<file path="src/design/assert_macros.svh">
// Assertion helpers for the nearest-neighbor address generator.
// Both sample on the rising edge and stay quiet while reset is asserted.
`ifndef ASSERT_MACROS_SVH
`define ASSERT_MACROS_SVH
`ifndef SYNTH
`define NNS_ASSERT(lbl, clk, rst_n, prop) \
	lbl: assert property (@(posedge clk) disable iff (!rst_n) prop) \
		else $error("nnscale assertion failed");
`define NNS_NEVER(lbl, clk, rst_n, cond) \
	lbl: assert property (@(posedge clk) disable iff (!rst_n) !(cond)) \
		else $error("nnscale forbidden condition seen");
`else
`define NNS_ASSERT(lbl, clk, rst_n, prop)
`define NNS_NEVER(lbl, clk, rst_n, cond)
`endif
`endif

</file>
<file path="src/design/nnscale_pkg.sv">
`default_nettype none
package nnscale_pkg;

	localparam int MAX_DIM     = 4096;
	localparam int MAX_OUT_DIM = 8192;
	localparam int FRAC_W      = 16;

	localparam int DIM_W    = 13;
	localparam int ODIM_W   = 14;
	localparam int OFS_W    = 26;
	localparam int CFG_W    = 13;
	localparam int CHAN_W   = 3;
	localparam int CNT_W    = $clog2(MAX_OUT_DIM);
	localparam int SCALE_W  = DIM_W + FRAC_W;
	localparam int DVD_W    = SCALE_W + 1;
	localparam int DIV_CNT_W = $clog2(DVD_W + 1);
	localparam int ACC_W    = FRAC_W + OFS_W;
	localparam int STRIDE_W = DIM_W + 2;

	localparam logic [CFG_W-1:0]  RST_LIMIT = 13'd1024;
	localparam logic [CHAN_W-1:0] CHAN_FOUR = 3'd4;

	typedef enum logic {
		FUNC_START = 1'b0,
		FUNC_PIXEL = 1'b1
	} func_t;

	typedef enum logic [2:0] {
		STAT_PIXEL     = 3'd0,
		STAT_ACCEPTED  = 3'd1,
		STAT_NO_SCALE  = 3'd2,
		STAT_TOO_LARGE = 3'd3,
		STAT_IDLE      = 3'd4
	} status_t;

	typedef enum logic [1:0] {
		CFG_FIT_MODE = 2'd0,
		CFG_LIMIT_X  = 2'd1,
		CFG_LIMIT_Y  = 2'd2,
		CFG_CHANNELS = 2'd3
	} cfg_reg_t;

	typedef enum logic [3:0] {
		S_IDLE,
		S_CHECK,
		S_DIV_RX,
		S_DIV_RY,
		S_SCALE,
		S_DIV_OW,
		S_DIV_OH,
		S_FINISH,
		S_ROW
	} ctrl_state_t;

	typedef enum logic [1:0] {
		DIV_RATIO_X,
		DIV_RATIO_Y,
		DIV_OUT_W,
		DIV_OUT_H
	} div_op_t;

	typedef struct packed {
		func_t            func;
		logic [DIM_W-1:0] src_width;
		logic [DIM_W-1:0] src_height;
	} req_t;

	typedef struct packed {
		status_t           status;
		logic [ODIM_W-1:0] out_width;
		logic [ODIM_W-1:0] out_height;
		logic [OFS_W-1:0]  src_offset;
		logic              last;
	} rsp_t;

	typedef struct packed {
		logic    latch_start;
		logic    step_pixel;
		logic    div_go;
		div_op_t div_op;
		logic    div_cap;
		div_op_t cap_op;
		logic    set_scale;
		logic    commit;
		logic    row_base;
	} ctrl_cmd_t;

	typedef struct packed {
		logic no_scale;
		logic div_done;
		logic row_wrap;
	} dp_status_t;

endpackage
`default_nettype wire

</file>
<file path="src/design/nearest_neighbor_scale_address_gen_unit.sv">
// Pixel item: result ready in the output queue in the cycle after acceptance; one item per
// cycle while the queue has room; the item that closes an output row adds S_ROW (row base multiply).
// Start item: four 30-step divisions in one shared divider before the result is queued, none
// when no scaling is needed. A two-entry output queue decouples the result side.
// Reset: arst_n clears control and the raster walk; fit mode, 1024 x 1024 limits, 4 channels.
`default_nettype none
module nearest_neighbor_scale_address_gen_unit (
	input  wire                              clk,
	input  wire                              arst_n,
	input  wire                              cfg_valid,
	output logic                             cfg_ready,
	input  wire [1:0]                        cfg_index,
	input  wire [nnscale_pkg::CFG_W-1:0]     cfg_data,
	input  wire                              req_valid,
	output logic                             req_ready,
	input  wire nnscale_pkg::req_t           req,
	output logic                             rsp_valid,
	input  wire                              rsp_ready,
	output nnscale_pkg::rsp_t                rsp
);

	nnscale_pkg::ctrl_cmd_t  cmd;
	nnscale_pkg::dp_status_t status;
	nnscale_pkg::rsp_t       item;
	logic                    push;
	logic                    q_full;

	assign cfg_ready = 1'b1;

	nnscale_ctrl u_ctrl (
		.clk       (clk),
		.arst_n    (arst_n),
		.req_valid (req_valid),
		.req_func  (req.func),
		.req_ready (req_ready),
		.q_full    (q_full),
		.status    (status),
		.cmd       (cmd),
		.push      (push)
	);

	nnscale_dp u_dp (
		.clk       (clk),
		.arst_n    (arst_n),
		.cfg_valid (cfg_valid),
		.cfg_index (cfg_index),
		.cfg_data  (cfg_data),
		.req       (req),
		.cmd       (cmd),
		.status    (status),
		.item      (item)
	);

	nnscale_outq u_outq (
		.clk       (clk),
		.arst_n    (arst_n),
		.push      (push),
		.push_item (item),
		.full      (q_full),
		.rsp_valid (rsp_valid),
		.rsp_ready (rsp_ready),
		.rsp       (rsp)
	);

endmodule
`default_nettype wire

</file>
<file path="src/design/nnscale_div.sv">
`default_nettype none
module nnscale_div (
	input  wire                               clk,
	input  wire                               arst_n,
	input  wire                               go,
	input  wire [nnscale_pkg::DVD_W-1:0]      dividend,
	input  wire [nnscale_pkg::SCALE_W-1:0]    divisor,
	output logic [nnscale_pkg::DVD_W-1:0]     quotient,
	output logic                              done
);

	logic                                busy_q;
	logic                                done_q;
	logic [nnscale_pkg::DIV_CNT_W-1:0]   cnt_q;
	logic [nnscale_pkg::SCALE_W-1:0]     rem_q;
	logic [nnscale_pkg::SCALE_W-1:0]     dvs_q;
	logic [nnscale_pkg::DVD_W-1:0]       quo_q;
	logic [nnscale_pkg::SCALE_W:0]       trial;
	logic [nnscale_pkg::SCALE_W:0]       diff;
	logic                                ge;

	// Restoring step: bring down the next dividend bit, subtract when it fits.
	assign trial = {rem_q, quo_q[nnscale_pkg::DVD_W-1]};
	assign ge    = trial >= {1'b0, dvs_q};
	assign diff  = trial - {1'b0, dvs_q};

	always_ff @(posedge clk or negedge arst_n) begin
		if (!arst_n) begin
			busy_q <= 1'b0;
			done_q <= 1'b0;
			cnt_q  <= '0;
		end else begin
			done_q <= 1'b0;
			if (go) begin
				busy_q <= 1'b1;
				cnt_q  <= nnscale_pkg::DIV_CNT_W'(nnscale_pkg::DVD_W);
			end else if (busy_q) begin
				cnt_q <= cnt_q - 1'b1;
				if (cnt_q == nnscale_pkg::DIV_CNT_W'(1)) begin
					busy_q <= 1'b0;
					done_q <= 1'b1;
				end
			end
		end
	end

	always_ff @(posedge clk) begin
		if (go) begin
			rem_q <= '0;
			dvs_q <= divisor;
			quo_q <= dividend;
		end else if (busy_q) begin
			rem_q <= ge ? diff[nnscale_pkg::SCALE_W-1:0] : trial[nnscale_pkg::SCALE_W-1:0];
			quo_q <= {quo_q[nnscale_pkg::DVD_W-2:0], ge};
		end
	end

	assign quotient = quo_q;
	assign done     = done_q;

endmodule
`default_nettype wire

</file>
<file path="src/design/nnscale_dp.sv">
`default_nettype none
module nnscale_dp (
	input  wire                                 clk,
	input  wire                                 arst_n,
	input  wire                                 cfg_valid,
	input  wire [1:0]                           cfg_index,
	input  wire [nnscale_pkg::CFG_W-1:0]        cfg_data,
	input  wire nnscale_pkg::req_t              req,
	input  wire nnscale_pkg::ctrl_cmd_t         cmd,
	output nnscale_pkg::dp_status_t             status,
	output nnscale_pkg::rsp_t                   item
);

	function automatic logic [nnscale_pkg::DIM_W-1:0] clamp_dim(
		input logic [nnscale_pkg::DIM_W-1:0] v
	);
		logic [nnscale_pkg::DIM_W-1:0] r;
		if (v == '0)
			r = nnscale_pkg::DIM_W'(1);
		else if (v > nnscale_pkg::DIM_W'(nnscale_pkg::MAX_DIM))
			r = nnscale_pkg::DIM_W'(nnscale_pkg::MAX_DIM);
		else
			r = v;
		return r;
	endfunction

	// configuration registers
	logic                               fit_mode_q;
	logic [nnscale_pkg::CFG_W-1:0]      limit_x_q;
	logic [nnscale_pkg::CFG_W-1:0]      limit_y_q;
	logic [nnscale_pkg::CHAN_W-1:0]     channels_q;

	// frame setup
	logic [nnscale_pkg::DIM_W-1:0]      sw_q;
	logic [nnscale_pkg::DIM_W-1:0]      sh_q;
	logic                               bpp4_q;
	logic [nnscale_pkg::SCALE_W-1:0]    scale_q;
	logic [nnscale_pkg::SCALE_W-1:0]    ratio_y_q;
	logic [nnscale_pkg::ODIM_W-1:0]     res_w_q;
	logic [nnscale_pkg::ODIM_W-1:0]     res_h_q;
	logic                               big_q;
	logic [nnscale_pkg::STRIDE_W-1:0]   stride_q;

	// raster walk
	logic                               active_q;
	logic [nnscale_pkg::CNT_W-1:0]      col_q;
	logic [nnscale_pkg::CNT_W-1:0]      row_q;
	logic [nnscale_pkg::ACC_W-1:0]      col_acc_q;
	logic [nnscale_pkg::ACC_W-1:0]      row_acc_q;
	logic [nnscale_pkg::OFS_W-1:0]      row_base_q;

	logic [nnscale_pkg::DIM_W-1:0]      lim_x;
	logic [nnscale_pkg::DIM_W-1:0]      lim_y;
	logic                               no_scale;
	logic [nnscale_pkg::SCALE_W-1:0]    s_sel;
	logic [nnscale_pkg::DIM_W-1:0]      dim_sel;
	logic [nnscale_pkg::DVD_W-1:0]      div_dvd;
	logic [nnscale_pkg::SCALE_W-1:0]    div_dvs;
	logic [nnscale_pkg::DVD_W-1:0]      div_quo;
	logic                               div_done;
	logic                               quo_big;

	logic [nnscale_pkg::ODIM_W-1:0]     col_next;
	logic [nnscale_pkg::ODIM_W-1:0]     row_next;
	logic                               col_last;
	logic                               fin;
	logic [nnscale_pkg::OFS_W-1:0]      sx;
	logic [nnscale_pkg::OFS_W-1:0]      sx_bytes;
	logic [nnscale_pkg::OFS_W-1:0]      sy;
	logic [nnscale_pkg::OFS_W+nnscale_pkg::STRIDE_W-1:0] row_prod;
	logic                               accept_frame;

	always_ff @(posedge clk or negedge arst_n) begin
		if (!arst_n) begin
			fit_mode_q <= 1'b1;
			limit_x_q  <= nnscale_pkg::RST_LIMIT;
			limit_y_q  <= nnscale_pkg::RST_LIMIT;
			channels_q <= nnscale_pkg::CHAN_FOUR;
		end else if (cfg_valid) begin
			unique case (nnscale_pkg::cfg_reg_t'(cfg_index))
				nnscale_pkg::CFG_FIT_MODE: fit_mode_q <= cfg_data[0];
				nnscale_pkg::CFG_LIMIT_X:  limit_x_q  <= cfg_data;
				nnscale_pkg::CFG_LIMIT_Y:  limit_y_q  <= cfg_data;
				nnscale_pkg::CFG_CHANNELS: channels_q <= cfg_data[nnscale_pkg::CHAN_W-1:0];
			endcase
		end
	end

	assign lim_x = clamp_dim(limit_x_q);
	assign lim_y = clamp_dim(limit_y_q);

	assign no_scale = fit_mode_q ? (lim_x > sw_q && lim_y > sh_q)
	                             : (lim_x < sw_q && lim_y < sh_q);

	// Fit takes the larger ratio, cover the smaller; stays equal to scale_q once set.
	assign s_sel = fit_mode_q ? ((scale_q > ratio_y_q) ? scale_q : ratio_y_q)
	                          : ((scale_q < ratio_y_q) ? scale_q : ratio_y_q);

	always_comb begin
		dim_sel = sw_q;
		div_dvd = '0;
		div_dvs = '0;
		unique case (cmd.div_op)
			nnscale_pkg::DIV_RATIO_X: begin
				div_dvd = nnscale_pkg::DVD_W'({sw_q, {nnscale_pkg::FRAC_W{1'b0}}});
				div_dvs = nnscale_pkg::SCALE_W'(lim_x);
			end
			nnscale_pkg::DIV_RATIO_Y: begin
				div_dvd = nnscale_pkg::DVD_W'({sh_q, {nnscale_pkg::FRAC_W{1'b0}}});
				div_dvs = nnscale_pkg::SCALE_W'(lim_y);
			end
			nnscale_pkg::DIV_OUT_W, nnscale_pkg::DIV_OUT_H: begin
				dim_sel = (cmd.div_op == nnscale_pkg::DIV_OUT_W) ? sw_q : sh_q;
				// round up in cover mode
				div_dvd = nnscale_pkg::DVD_W'({dim_sel, {nnscale_pkg::FRAC_W{1'b0}}})
				        + (fit_mode_q ? '0
				                      : nnscale_pkg::DVD_W'(s_sel) - nnscale_pkg::DVD_W'(1));
				div_dvs = s_sel;
			end
		endcase
	end

	nnscale_div u_div (
		.clk      (clk),
		.arst_n   (arst_n),
		.go       (cmd.div_go),
		.dividend (div_dvd),
		.divisor  (div_dvs),
		.quotient (div_quo),
		.done     (div_done)
	);

	assign quo_big = div_quo > nnscale_pkg::DVD_W'(nnscale_pkg::MAX_OUT_DIM);

	// pixel address
	assign col_next = {1'b0, col_q} + nnscale_pkg::ODIM_W'(1);
	assign row_next = {1'b0, row_q} + nnscale_pkg::ODIM_W'(1);
	assign col_last = col_next == res_w_q;
	assign fin      = col_last && (row_next == res_h_q);
	assign sx       = col_acc_q[nnscale_pkg::FRAC_W +: nnscale_pkg::OFS_W];
	assign sx_bytes = bpp4_q ? {sx[nnscale_pkg::OFS_W-3:0], 2'b00}
	                         : sx + {sx[nnscale_pkg::OFS_W-2:0], 1'b0};
	assign sy       = row_acc_q[nnscale_pkg::FRAC_W +: nnscale_pkg::OFS_W];
	assign row_prod = nnscale_pkg::OFS_W'(sy) * nnscale_pkg::STRIDE_W'(stride_q)
	                  + {(nnscale_pkg::OFS_W+nnscale_pkg::STRIDE_W){1'b0}};

	assign accept_frame = !no_scale && !big_q;

	always_ff @(posedge clk) begin
		if (cmd.latch_start) begin
			sw_q   <= clamp_dim(req.src_width);
			sh_q   <= clamp_dim(req.src_height);
			bpp4_q <= channels_q == nnscale_pkg::CHAN_FOUR;
		end
		if (cmd.div_cap) begin
			unique case (cmd.cap_op)
				nnscale_pkg::DIV_RATIO_X: scale_q   <= div_quo[nnscale_pkg::SCALE_W-1:0];
				nnscale_pkg::DIV_RATIO_Y: ratio_y_q <= div_quo[nnscale_pkg::SCALE_W-1:0];
				nnscale_pkg::DIV_OUT_W:   res_w_q   <= div_quo[nnscale_pkg::ODIM_W-1:0];
				nnscale_pkg::DIV_OUT_H:   res_h_q   <= div_quo[nnscale_pkg::ODIM_W-1:0];
			endcase
		end
		if (cmd.set_scale)
			scale_q <= s_sel;
		if (cmd.commit)
			stride_q <= bpp4_q ? {sw_q, 2'b00}
			                   : nnscale_pkg::STRIDE_W'({sw_q, 1'b0})
			                     + nnscale_pkg::STRIDE_W'(sw_q);
	end

	always_ff @(posedge clk or negedge arst_n) begin
		if (!arst_n) begin
			big_q      <= 1'b0;
			active_q   <= 1'b0;
			col_q      <= '0;
			row_q      <= '0;
			col_acc_q  <= '0;
			row_acc_q  <= '0;
			row_base_q <= '0;
		end else begin
			if (cmd.latch_start)
				big_q <= 1'b0;
			else if (cmd.div_cap && (cmd.cap_op == nnscale_pkg::DIV_OUT_W
			                         || cmd.cap_op == nnscale_pkg::DIV_OUT_H))
				big_q <= big_q | quo_big;

			if (cmd.commit) begin
				active_q   <= accept_frame && res_w_q != '0 && res_h_q != '0;
				col_q      <= '0;
				row_q      <= '0;
				col_acc_q  <= '0;
				row_acc_q  <= '0;
				row_base_q <= '0;
			end else if (cmd.step_pixel && active_q) begin
				if (fin) begin
					active_q <= 1'b0;
				end else if (col_last) begin
					col_q     <= '0;
					col_acc_q <= '0;
					row_q     <= row_q + 1'b1;
					row_acc_q <= row_acc_q + nnscale_pkg::ACC_W'(scale_q);
				end else begin
					col_q     <= col_q + 1'b1;
					col_acc_q <= col_acc_q + nnscale_pkg::ACC_W'(scale_q);
				end
			end else if (cmd.row_base) begin
				row_base_q <= row_prod[nnscale_pkg::OFS_W-1:0];
			end
		end
	end

	always_comb begin
		item = '0;
		if (cmd.commit) begin
			if (no_scale) begin
				item.status = nnscale_pkg::STAT_NO_SCALE;
			end else if (big_q) begin
				item.status = nnscale_pkg::STAT_TOO_LARGE;
			end else begin
				item.status     = nnscale_pkg::STAT_ACCEPTED;
				item.out_width  = res_w_q;
				item.out_height = res_h_q;
			end
		end else if (active_q) begin
			item.status     = nnscale_pkg::STAT_PIXEL;
			item.out_width  = res_w_q;
			item.out_height = res_h_q;
			item.src_offset = row_base_q + sx_bytes;
			item.last       = fin;
		end else begin
			item.status = nnscale_pkg::STAT_IDLE;
		end
	end

	assign status.no_scale = no_scale;
	assign status.div_done = div_done;
	assign status.row_wrap = active_q && col_last && !fin;

endmodule
`default_nettype wire

</file>
<file path="src/design/nnscale_outq.sv">
`default_nettype none
module nnscale_outq (
	input  wire                     clk,
	input  wire                     arst_n,
	input  wire                     push,
	input  wire nnscale_pkg::rsp_t  push_item,
	output logic                    full,
	output logic                    rsp_valid,
	input  wire                     rsp_ready,
	output nnscale_pkg::rsp_t       rsp
);

	nnscale_pkg::rsp_t ent_q [2];
	logic [1:0]        cnt_q;
	logic              wr_ptr_q;
	logic              rd_ptr_q;
	logic              pop;

	assign pop       = rsp_valid && rsp_ready;
	assign full      = cnt_q == 2'd2;
	assign rsp_valid = cnt_q != 2'd0;
	assign rsp       = ent_q[rd_ptr_q];

	always_ff @(posedge clk) begin
		if (push)
			ent_q[wr_ptr_q] <= push_item;
	end

	always_ff @(posedge clk or negedge arst_n) begin
		if (!arst_n) begin
			cnt_q    <= '0;
			wr_ptr_q <= 1'b0;
			rd_ptr_q <= 1'b0;
		end else begin
			cnt_q <= cnt_q + 2'(push) - 2'(pop);
			if (push)
				wr_ptr_q <= !wr_ptr_q;
			if (pop)
				rd_ptr_q <= !rd_ptr_q;
		end
	end

endmodule
`default_nettype wire

</file>
<file path="src/design/nnscale_ctrl.sv">
`default_nettype none
`include "assert_macros.svh"
module nnscale_ctrl (
	input  wire                              clk,
	input  wire                              arst_n,
	input  wire                              req_valid,
	input  wire nnscale_pkg::func_t          req_func,
	output logic                             req_ready,
	input  wire                              q_full,
	input  wire nnscale_pkg::dp_status_t     status,
	output nnscale_pkg::ctrl_cmd_t           cmd,
	output logic                             push
);

	nnscale_pkg::ctrl_state_t state_q;
	nnscale_pkg::ctrl_state_t state_d;
	logic                     accept;

	assign req_ready = (state_q == nnscale_pkg::S_IDLE) && !q_full;
	assign accept    = req_valid && req_ready;

	always_ff @(posedge clk or negedge arst_n) begin
		if (!arst_n)
			state_q <= nnscale_pkg::S_IDLE;
		else
			state_q <= state_d;
	end

	always_comb begin
		state_d = state_q;
		unique case (state_q)
			nnscale_pkg::S_IDLE: begin
				if (accept) begin
					if (req_func == nnscale_pkg::FUNC_START)
						state_d = nnscale_pkg::S_CHECK;
					else if (status.row_wrap)
						state_d = nnscale_pkg::S_ROW;
				end
			end
			nnscale_pkg::S_CHECK: begin
				state_d = status.no_scale ? nnscale_pkg::S_FINISH : nnscale_pkg::S_DIV_RX;
			end
			nnscale_pkg::S_DIV_RX: begin
				if (status.div_done)
					state_d = nnscale_pkg::S_DIV_RY;
			end
			nnscale_pkg::S_DIV_RY: begin
				if (status.div_done)
					state_d = nnscale_pkg::S_SCALE;
			end
			nnscale_pkg::S_SCALE: begin
				state_d = nnscale_pkg::S_DIV_OW;
			end
			nnscale_pkg::S_DIV_OW: begin
				if (status.div_done)
					state_d = nnscale_pkg::S_DIV_OH;
			end
			nnscale_pkg::S_DIV_OH: begin
				if (status.div_done)
					state_d = nnscale_pkg::S_FINISH;
			end
			nnscale_pkg::S_FINISH: begin
				if (!q_full)
					state_d = nnscale_pkg::S_IDLE;
			end
			nnscale_pkg::S_ROW: begin
				state_d = nnscale_pkg::S_IDLE;
			end
			default: state_d = nnscale_pkg::S_IDLE;
		endcase
	end

	always_comb begin
		cmd        = '0;
		cmd.div_op = nnscale_pkg::DIV_RATIO_X;
		cmd.cap_op = nnscale_pkg::DIV_RATIO_X;
		push       = 1'b0;
		unique case (state_q)
			nnscale_pkg::S_IDLE: begin
				cmd.latch_start = accept && (req_func == nnscale_pkg::FUNC_START);
				cmd.step_pixel  = accept && (req_func == nnscale_pkg::FUNC_PIXEL);
				push            = cmd.step_pixel;
			end
			nnscale_pkg::S_CHECK: begin
				cmd.div_go = !status.no_scale;
				cmd.div_op = nnscale_pkg::DIV_RATIO_X;
			end
			nnscale_pkg::S_DIV_RX: begin
				cmd.div_cap = status.div_done;
				cmd.cap_op  = nnscale_pkg::DIV_RATIO_X;
				cmd.div_go  = status.div_done;
				cmd.div_op  = nnscale_pkg::DIV_RATIO_Y;
			end
			nnscale_pkg::S_DIV_RY: begin
				cmd.div_cap = status.div_done;
				cmd.cap_op  = nnscale_pkg::DIV_RATIO_Y;
			end
			nnscale_pkg::S_SCALE: begin
				cmd.set_scale = 1'b1;
				cmd.div_go    = 1'b1;
				cmd.div_op    = nnscale_pkg::DIV_OUT_W;
			end
			nnscale_pkg::S_DIV_OW: begin
				cmd.div_cap = status.div_done;
				cmd.cap_op  = nnscale_pkg::DIV_OUT_W;
				cmd.div_go  = status.div_done;
				cmd.div_op  = nnscale_pkg::DIV_OUT_H;
			end
			nnscale_pkg::S_DIV_OH: begin
				cmd.div_cap = status.div_done;
				cmd.cap_op  = nnscale_pkg::DIV_OUT_H;
			end
			nnscale_pkg::S_FINISH: begin
				// hold the frame result until the output queue has room
				cmd.commit = !q_full;
				push       = !q_full;
			end
			nnscale_pkg::S_ROW: begin
				cmd.row_base = 1'b1;
			end
			default: begin
			end
		endcase
	end

	`NNS_NEVER(a_push_when_full, clk, arst_n, push && q_full)
	`NNS_NEVER(a_div_done_outside_wait, clk, arst_n, status.div_done && !(state_q == nnscale_pkg::S_DIV_RX || state_q == nnscale_pkg::S_DIV_RY || state_q == nnscale_pkg::S_DIV_OW || state_q == nnscale_pkg::S_DIV_OH))
	`NNS_ASSERT(a_wrap_loads_row, clk, arst_n, (cmd.step_pixel && status.row_wrap) |=> (state_q == nnscale_pkg::S_ROW))

endmodule
`default_nettype wire
</file>
<file path="config.mk">
export PLATFORM = sky130hd
export DESIGN_NAME = nearest_neighbor_scale_address_gen_unit
export DESIGN_NICKNAME = d
export VERILOG_FILES = /design/src/design/nnscale_pkg.sv /design/src/design/nearest_neighbor_scale_address_gen_unit.sv /design/src/design/nnscale_div.sv /design/src/design/nnscale_dp.sv /design/src/design/nnscale_outq.sv /design/src/design/nnscale_ctrl.sv
export VERILOG_INCLUDE_DIRS = /design/src /design/src/design
export SDC_FILE = /design/constraint.sdc
export NUM_CORES = 2
export LEC_CHECK = 0
export BUFFER_PORTS_ARGS = -buffer_cell sky130_fd_sc_hd__buf_2
export CORE_MARGIN = 8
export CORE_UTILIZATION = 60
export CTS_BUF_LIST = sky130_fd_sc_hd__clkbuf_4 sky130_fd_sc_hd__clkbuf_8
export CTS_CLUSTER_DIAMETER = 200
export DETAILED_ROUTE_END_ITERATION = 6
export GPL_TIMING_DRIVEN = 0
export HOLD_SLACK_MARGIN = 0.08
export MAX_ROUTING_LAYER = met4
export PLACE_DENSITY = 0.77
export REMOVE_ABC_BUFFERS = 1
export SLEW_MARGIN = 15
export SYNTH_ARGS = -nofsm -noshare
export SYNTH_HDL_FRONTEND = slang
export SYNTH_SLANG_ARGS = --single-unit
</file>
<file path="constraint.sdc">
create_clock -name clk -period 19.1 [get_ports clk]
set_clock_uncertainty 0.1 [all_clocks]
set_input_delay 1.91 -clock clk [delete_from_list [all_inputs] [get_ports clk]]
set_output_delay 1.91 -clock clk [all_outputs]
set_load 0.05 [all_outputs]
</file>
-- After elaboration in Yosys (flattened, before gate mapping)
Memories as Yosys holds them, arrays and structs flattened.
Cells that the tools add are included.
- output and inout port bits: 61
- bits in writable memories: 116
- input bits: 47
- memories kept: 1
- logic and storage cells: 232
- bits in registers: 399
- memory list (memory ; depth ; width ; rd ports ; clocked after memory_dff ; wr ports ; line ; RTL):
    u_outq.ent_q ; 2 ; 58 ; 1 ; 0 ; 1 ; nnscale_outq.sv:13 ; nnscale_pkg::rsp_t ent_q [2];
- bitwise gates (word level): 2
- reduce and logical (&&, ||, !) cells: 57
- add/subtract/negate cells: 15
- multiply operators: 1
- multiplexer cells: 81
- eq/ne operators: 31
- $lt $le $gt $ge: 12
- operators by type and width (operator ; number):
    two-way mux 42 bit ; 8
    two-way mux 29 bit ; 7
    two-way mux 13 bit ; 15
    two-way mux 26 bit ; 4
    two-way mux 30 bit ; 3
    one-hot mux 30 bit (3 select lines) ; 1
    one-hot mux 29 bit (3 select lines) ; 1
    adder 42 x 29 -> 42 bit ; 2
    two-way mux 28 bit ; 2
    two-way mux 55 bit ; 1
    adder 26 bit ; 2
    greater-than comparator 13 bit (second input constant) ; 4
    logical NOT 13 bit ; 4
    two-way mux 4 bit ; 8
    one-hot mux 4 bit (8 select lines) ; 1
    two-way mux 31 bit ; 1
    adder 29 x 30 -> 30 bit ; 1
    greater-or-equal comparator 30 x 29 -> 1 bit ; 1
    greater-than comparator 30 x 14 -> 1 bit (second input constant) ; 1
    subtractor 29 x 1 -> 30 bit (second input constant) ; 1
    greater-than comparator 29 bit ; 1
    < comparator 29 bit ; 1
    subtractor 29 bit ; 1
    adder 13 x 1 -> 14 bit (second input constant) ; 2
    other kinds (41) ; 126

-- Depth between registers and ports, before layout
- depth after elaboration: 13
- mapped depth: 30
- gate-level depth less buffers: 28

-- By module
From an unflattened synthesis, not the netlist that was laid out.
- cells, all modules: 4289
- area total of the unflattened synthesis: 41272.1 um^2
- modules (own cells, without submodules) (module ; instances ; cells each ; sequential area each (um^2) ; area an instance (um^2)):
    nnscale_dp ; 1 ; 3502 ; 8052.7 ; 30860.8
    nnscale_div ; 1 ; 525 ; 2527.4 ; 5502.8
    nnscale_outq ; 1 ; 198 ; 3583.4 ; 4431.8
    nnscale_ctrl ; 1 ; 62 ; 100.1 ; 465.4
    nearest_neighbor_scale_address_gen_unit ; 1 ; 2 ; 0.0 ; 11.3

-- Worst setup path before layout
No wires, ideal clock.
- path kind: reg-to-reg
- start point: register u_dp.scale_q[18] (netlist name)
- end point: register u_dp.u_div.quo_q (netlist bit u_dp.u_div.quotient[24]), data pin
- slack: 12905 ps
- arrival: 5826 ps
- clock period less this slack: 6195 ps
- buffers on the path: 2
- data required time: 18731 ps
- stages on the path, launching flop included: 30
- setup time: 269 ps
- path through: edfxtp_1 > ha_1 > a211oi_1 > o211ai_1 > o221ai_1 > and3_1 > a21oi_1 > nor2_1 > buf_2 > buf_1 > nor2_1 > a21oi_1 > ha_1 > nor4b_4 > nand3_1 > xor2_1 > and2_1 > ha_1 > fa_1 > a21o_1 > a21oi_1 > o21bai_1 > a21oi_1 > nor2b_1 > o21ai_0 > nand2b_1 > xnor2_1 > nor2_1 > a221oi_1 > o21ai_0
- word-level cells in the longest chain between the ends: 8
- elaborated cells on any way between the ends: 10
- those cells by class: 2 x add/sub; 2 x order compare; 6 x mux
- RTL lines (element ; line ; RTL):
    start: declaration ; nnscale_dp.sv:37 ; logic [nnscale_pkg::SCALE_W-1:0] scale_q;
    start signal: assignment ; nnscale_dp.sv:157 ; nnscale_pkg::DIV_RATIO_X: scale_q <= div_quo[nnscale_pkg::SCALE_W-1:0];
    start signal: assignment ; nnscale_dp.sv:164 ; scale_q <= s_sel;
    < comparator 29 bit or greater-than comparator 29 bit (tied branches) ; nnscale_dp.sv:97, nnscale_dp.sv:96 ;
    two-way mux 29 bit, on equally long branches ; nnscale_dp.sv:97, nnscale_dp.sv:96 ;
    two-way mux 29 bit (*) ; nnscale_dp.sv:96 ; assign s_sel = fit_mode_q ? ((scale_q > ratio_y_q) ? scale_q : ratio_y_q)
    subtractor 29 x 1 -> 30 bit (*) ; nnscale_dp.sv:117 ; : nnscale_pkg::DVD_W'(s_sel) - nnscale_pkg::DVD_W'(1));
    two-way mux 30 bit (*) ; nnscale_dp.sv:116 ; + (fit_mode_q ? '0
    adder 29 x 30 -> 30 bit (*) ; nnscale_dp.sv:116 ;
    one-hot mux 30 bit (3 select lines) (*) ; nnscale_dp.sv:103 ; unique case (cmd.div_op)
    two-way mux 30 bit (*) ; nnscale_div.sv:48 ; if (go) begin
    end signal: assignment ; nnscale_div.sv:51 ; quo_q <= dividend;
    end signal: assignment ; nnscale_div.sv:54 ; quo_q <= {quo_q[nnscale_pkg::DVD_W-2:0], ge};
    end: declaration ; nnscale_div.sv:17 ; logic [nnscale_pkg::DVD_W-1:0] quo_q;
Mark *: on every way between the ends. The rest lies on a longest branch, timed or not.
A chain may end at the register's enable or synchronous reset.

-- Worst setup path after layout
- start point: register u_dp.scale_q[27] (netlist name)
- end point: register u_dp.u_div.quo_q (netlist bit u_dp.u_div.quotient[24]), data pin
Same word-level chain as after synthesis.

==> impl_metrics.ini <==
[clock_tree]
cts_tree = done
clock_sinks = 515
post-cts-setup-buffers = 0
cts_resized = 0
max-clock-path-buffers = 3
htree_num_levels = 3
numCtsBuffers = 88
root_buffer = clkbuf_8
cts_hold_buf = 0
insertion_delay_ns = 0.71
clk_pin_slew_ns = 0.07

[timing]
hold_viol_final = 0
setup_viol_count_final = 0
hold_slack_ns = 0.375
rsz0062_at_grt = false
fmax_mhz = 127
period_minus_slack_ns = 7.84
tns_ns = 0
min_period_over_period_pct = 41.1
worst_pin_slew_ns = 1.20
relSlewSlack_pct = 19.9
final_max_slew_viol_count = 0
fin_ws_ns = 11.26

[die]
io-pin-count = 108
die_x_um = 276
die_h_um = 276
core_area_um2 = 66900
core.rowCount = 95
initial_core_util_pct = 60.4
die-area_um2 = 75900

[final_layout]
fill_cells = 5289
stdcell_count = 5195
nets = 4788
utilization_pct = 65.8
fin_area_um2 = 44000
drive_gt1_share_pct = 10.7
area_growth_pct = 8.84

[routing]
wl_per_cell_um = 19.4
drtAntennaViolNets = 0
vias_per_cell = 6.07
drt_iter0_drc = 2654
drc = 0
dr_total_vias = 31550
routed_wl_mm = 101
firstDrtPassIters = 5

[power_and_ir_drop]
p_leak_nw = 19.4
vdd_drop_max_v = 0.0000733
power_mw = 2.87
p_per_area_nw_per_um2 = 65.2

[logic_synthesis]
synth.distinct_cells = 92
yosysSeqAreaShare_pct = 35.3
synth-compound-area-share_pct = 14.3
ys_seq_elements = 515
avgSynthCellArea_um2 = 9.62
muxShareOfSynthArea_pct = 3.91
synth-edff-count = 303
synth_ff_type = edfxtp_1
synth_top_family_by_area = adder cells
synthCells = 4202
async_flop_share_pct = 35.5
yosys.area_share.simple_pct = 16.8
ys_warn_count = 0
synth_xor_area_share_pct = 5.34
netlist_area_um2 = 40400
synth-adder-area-share_pct = 19.4

[global_route]
grt_max_degree = 98
antenna_found_initial = 1
grt.overflow.total = 0
grt.total_usage_pct = 27.3
grt_first_pass_wirelength_mm = 162
grt_pass1_vias = 30864

[placement]
io_buffers = 106
place_congestion = 0.958
place_inst = 5028
postPlaceCellArea_um2 = 42000
pre_cts_slack_ns = 11.55
dp_hpwl_mm = 74.2

[setup_path]
rrSetupSlack_ns = 11.26
cp_data_arrival_time_ns = 8.15
endpoint_kind = register
path_max_fanout = 15
critPathRequiredTime_ns = 19.41
worstSetupPathType = register to register
start_kind = register

[outcome]
outcome = complete, no violations

[hold_path]
hold_class = register to register

[job]
drv_cap = 0
==> worst paths after layout <==
path | cells past startpoint | endpoint | startpoint
setup / recovery | 26 | u_dp.u_div.quotient[24]$_DFFE_PP_ | u_dp.scale_q[27]$_DFFE_PP_
max in group asynchronous | 2 | u_outq.rd_ptr_q$_DFFE_PN0P_ | arst_n
hold / removal | 2 | u_dp.u_div.rem_q[28]$_SDFFE_PP0P_ | u_dp.u_div.rem_q[28]$_SDFFE_PP0P_
setup reg to reg | 26 | u_dp.u_div.quotient[24]$_DFFE_PP_ | u_dp.scale_q[27]$_DFFE_PP_
min in group asynchronous | 1 | u_dp.u_div.cnt_q[1]$_DFFE_PN0P_ | arst_n
hold reg to reg | 2 | u_dp.u_div.rem_q[28]$_SDFFE_PP0P_ | u_dp.u_div.rem_q[28]$_SDFFE_PP0P_
==> per-layer routing <==
| layer | vias up | global-route usage [%] | part of all wire, % |
|---|---|---|---|
| li1 | 14904 | - | - |
| met1 | 15391 | 36.6 | 44 |
| met2 | 1065 | 43.1 | 47 |
| met3 | 190 | 3.98 | 7.2 |
| met4 | 0 | 8.49 | 2.6 |
| met5 | - | - | 0 |
==> layout make-up <==
type | count | area [um^2] | share of cell area (%)
Antenna cell | 2 | 5.00 | 0.0114
Clock buffer | 122 | 1540 | 3.50
Clock inverter | 43 | 448 | 1.02
Inverter | 321 | 1210 | 2.74
Multi-Input combinational cell | 3180 | 24300 | 55.3
Sequential cell | 515 | 14300 | 32.4
Tap cell | 873 | 1090 | 2.48
Timing Repair Buffer | 139 | 1120 | 2.54
==> logic make-up (layout without fill, tap and decap cells) <==
family          Yosys count  in the layout
simple gates           1378           1378
xor+xnor                245            245
mux                     146            146
other cells               1              3
compound gates          914            914
fa+ha+maj               496            496
flops                   515            515
buf+inv                 507            625
==> cells in the mapped netlist (73+ instances only) <==
cell type / number / area (um^2)
nand2_1: 463 / 1740
inv_1: 321 / 1200
nor3_1: 73 / 365
xnor2_1: 143 / 1250
nor2_1: 242 / 908
clkbuf_1: 148 / 556
o21ai_0: 305 / 1530
nand3_1: 105 / 526
and2_1: 177 / 1110
fa_1: 218 / 4360
a21oi_1: 190 / 951
edfxtp_1: 303 / 9100
nor2b_1: 79 / 494
dfrtp_1: 179 / 4480
ha_1: 278 / 3480
xor2_1: 101 / 885
mux2_2: 94 / 1060
==> cell usage in the layout, fill, tap and decap left out, drive strengths merged, types with 94 or more instances in the layout <==
cell and count:
clkbuf 122, dfrtp 179, nand3 107, xor2 101, buf 139, fa 218
mux2 94, nand2 464, inv 323, edfxtp 303, xnor2 143, ha 278
o21ai 308, a21oi 190, and2 178, nor2 243
==> flip-flops by register name, indices dropped and copies added (netlist names), 29 cells and up <==
signal               count
u_dp.u_div.quotient     30
u_dp.u_div.dvs_q        29
u_dp.u_div.rem_q        29
u_dp.scale_q            29
u_outq.ent_q           116
u_dp.col_acc_q          42
u_dp.ratio_y_q          29
u_dp.row_acc_q          42
==> critical path, cell delays in order (launching register included) <==
cell	delay (ns)
edfxtp_1	0.59
ha_1	0.40
nand4_1	0.17
nor4_1	0.45
nand2_1	0.13
a21o_1	0.21
a21oi_2	0.66
nor2_4	0.26
a21oi_1	0.60
ha_1	0.35
nor4b_4	0.54
nand3_1	0.33
xor2_1	0.24
and2_1	0.19
ha_1	0.20
fa_1	0.40
a21o_1	0.17
a21oi_1	0.21
o21bai_1	0.09
a21oi_1	0.18
nor2b_1	0.08
o21ai_0	0.23
nand2b_1	0.11
xnor2_1	0.16
nor2_1	0.06
a221oi_1	0.31
o21ai_0	0.13
==> report_power, final <==
group / internal (mW) / total (mW) / switching, mW
combinational: 0.175 / 0.491 / 0.316
clock: 0.637 / 1.12 / 0.483
sequential: 1.20 / 1.26 / 0.0556
total: 2.02 / 2.87 / 0.855
No activity file was read; power rests on OpenSTA's default activity.
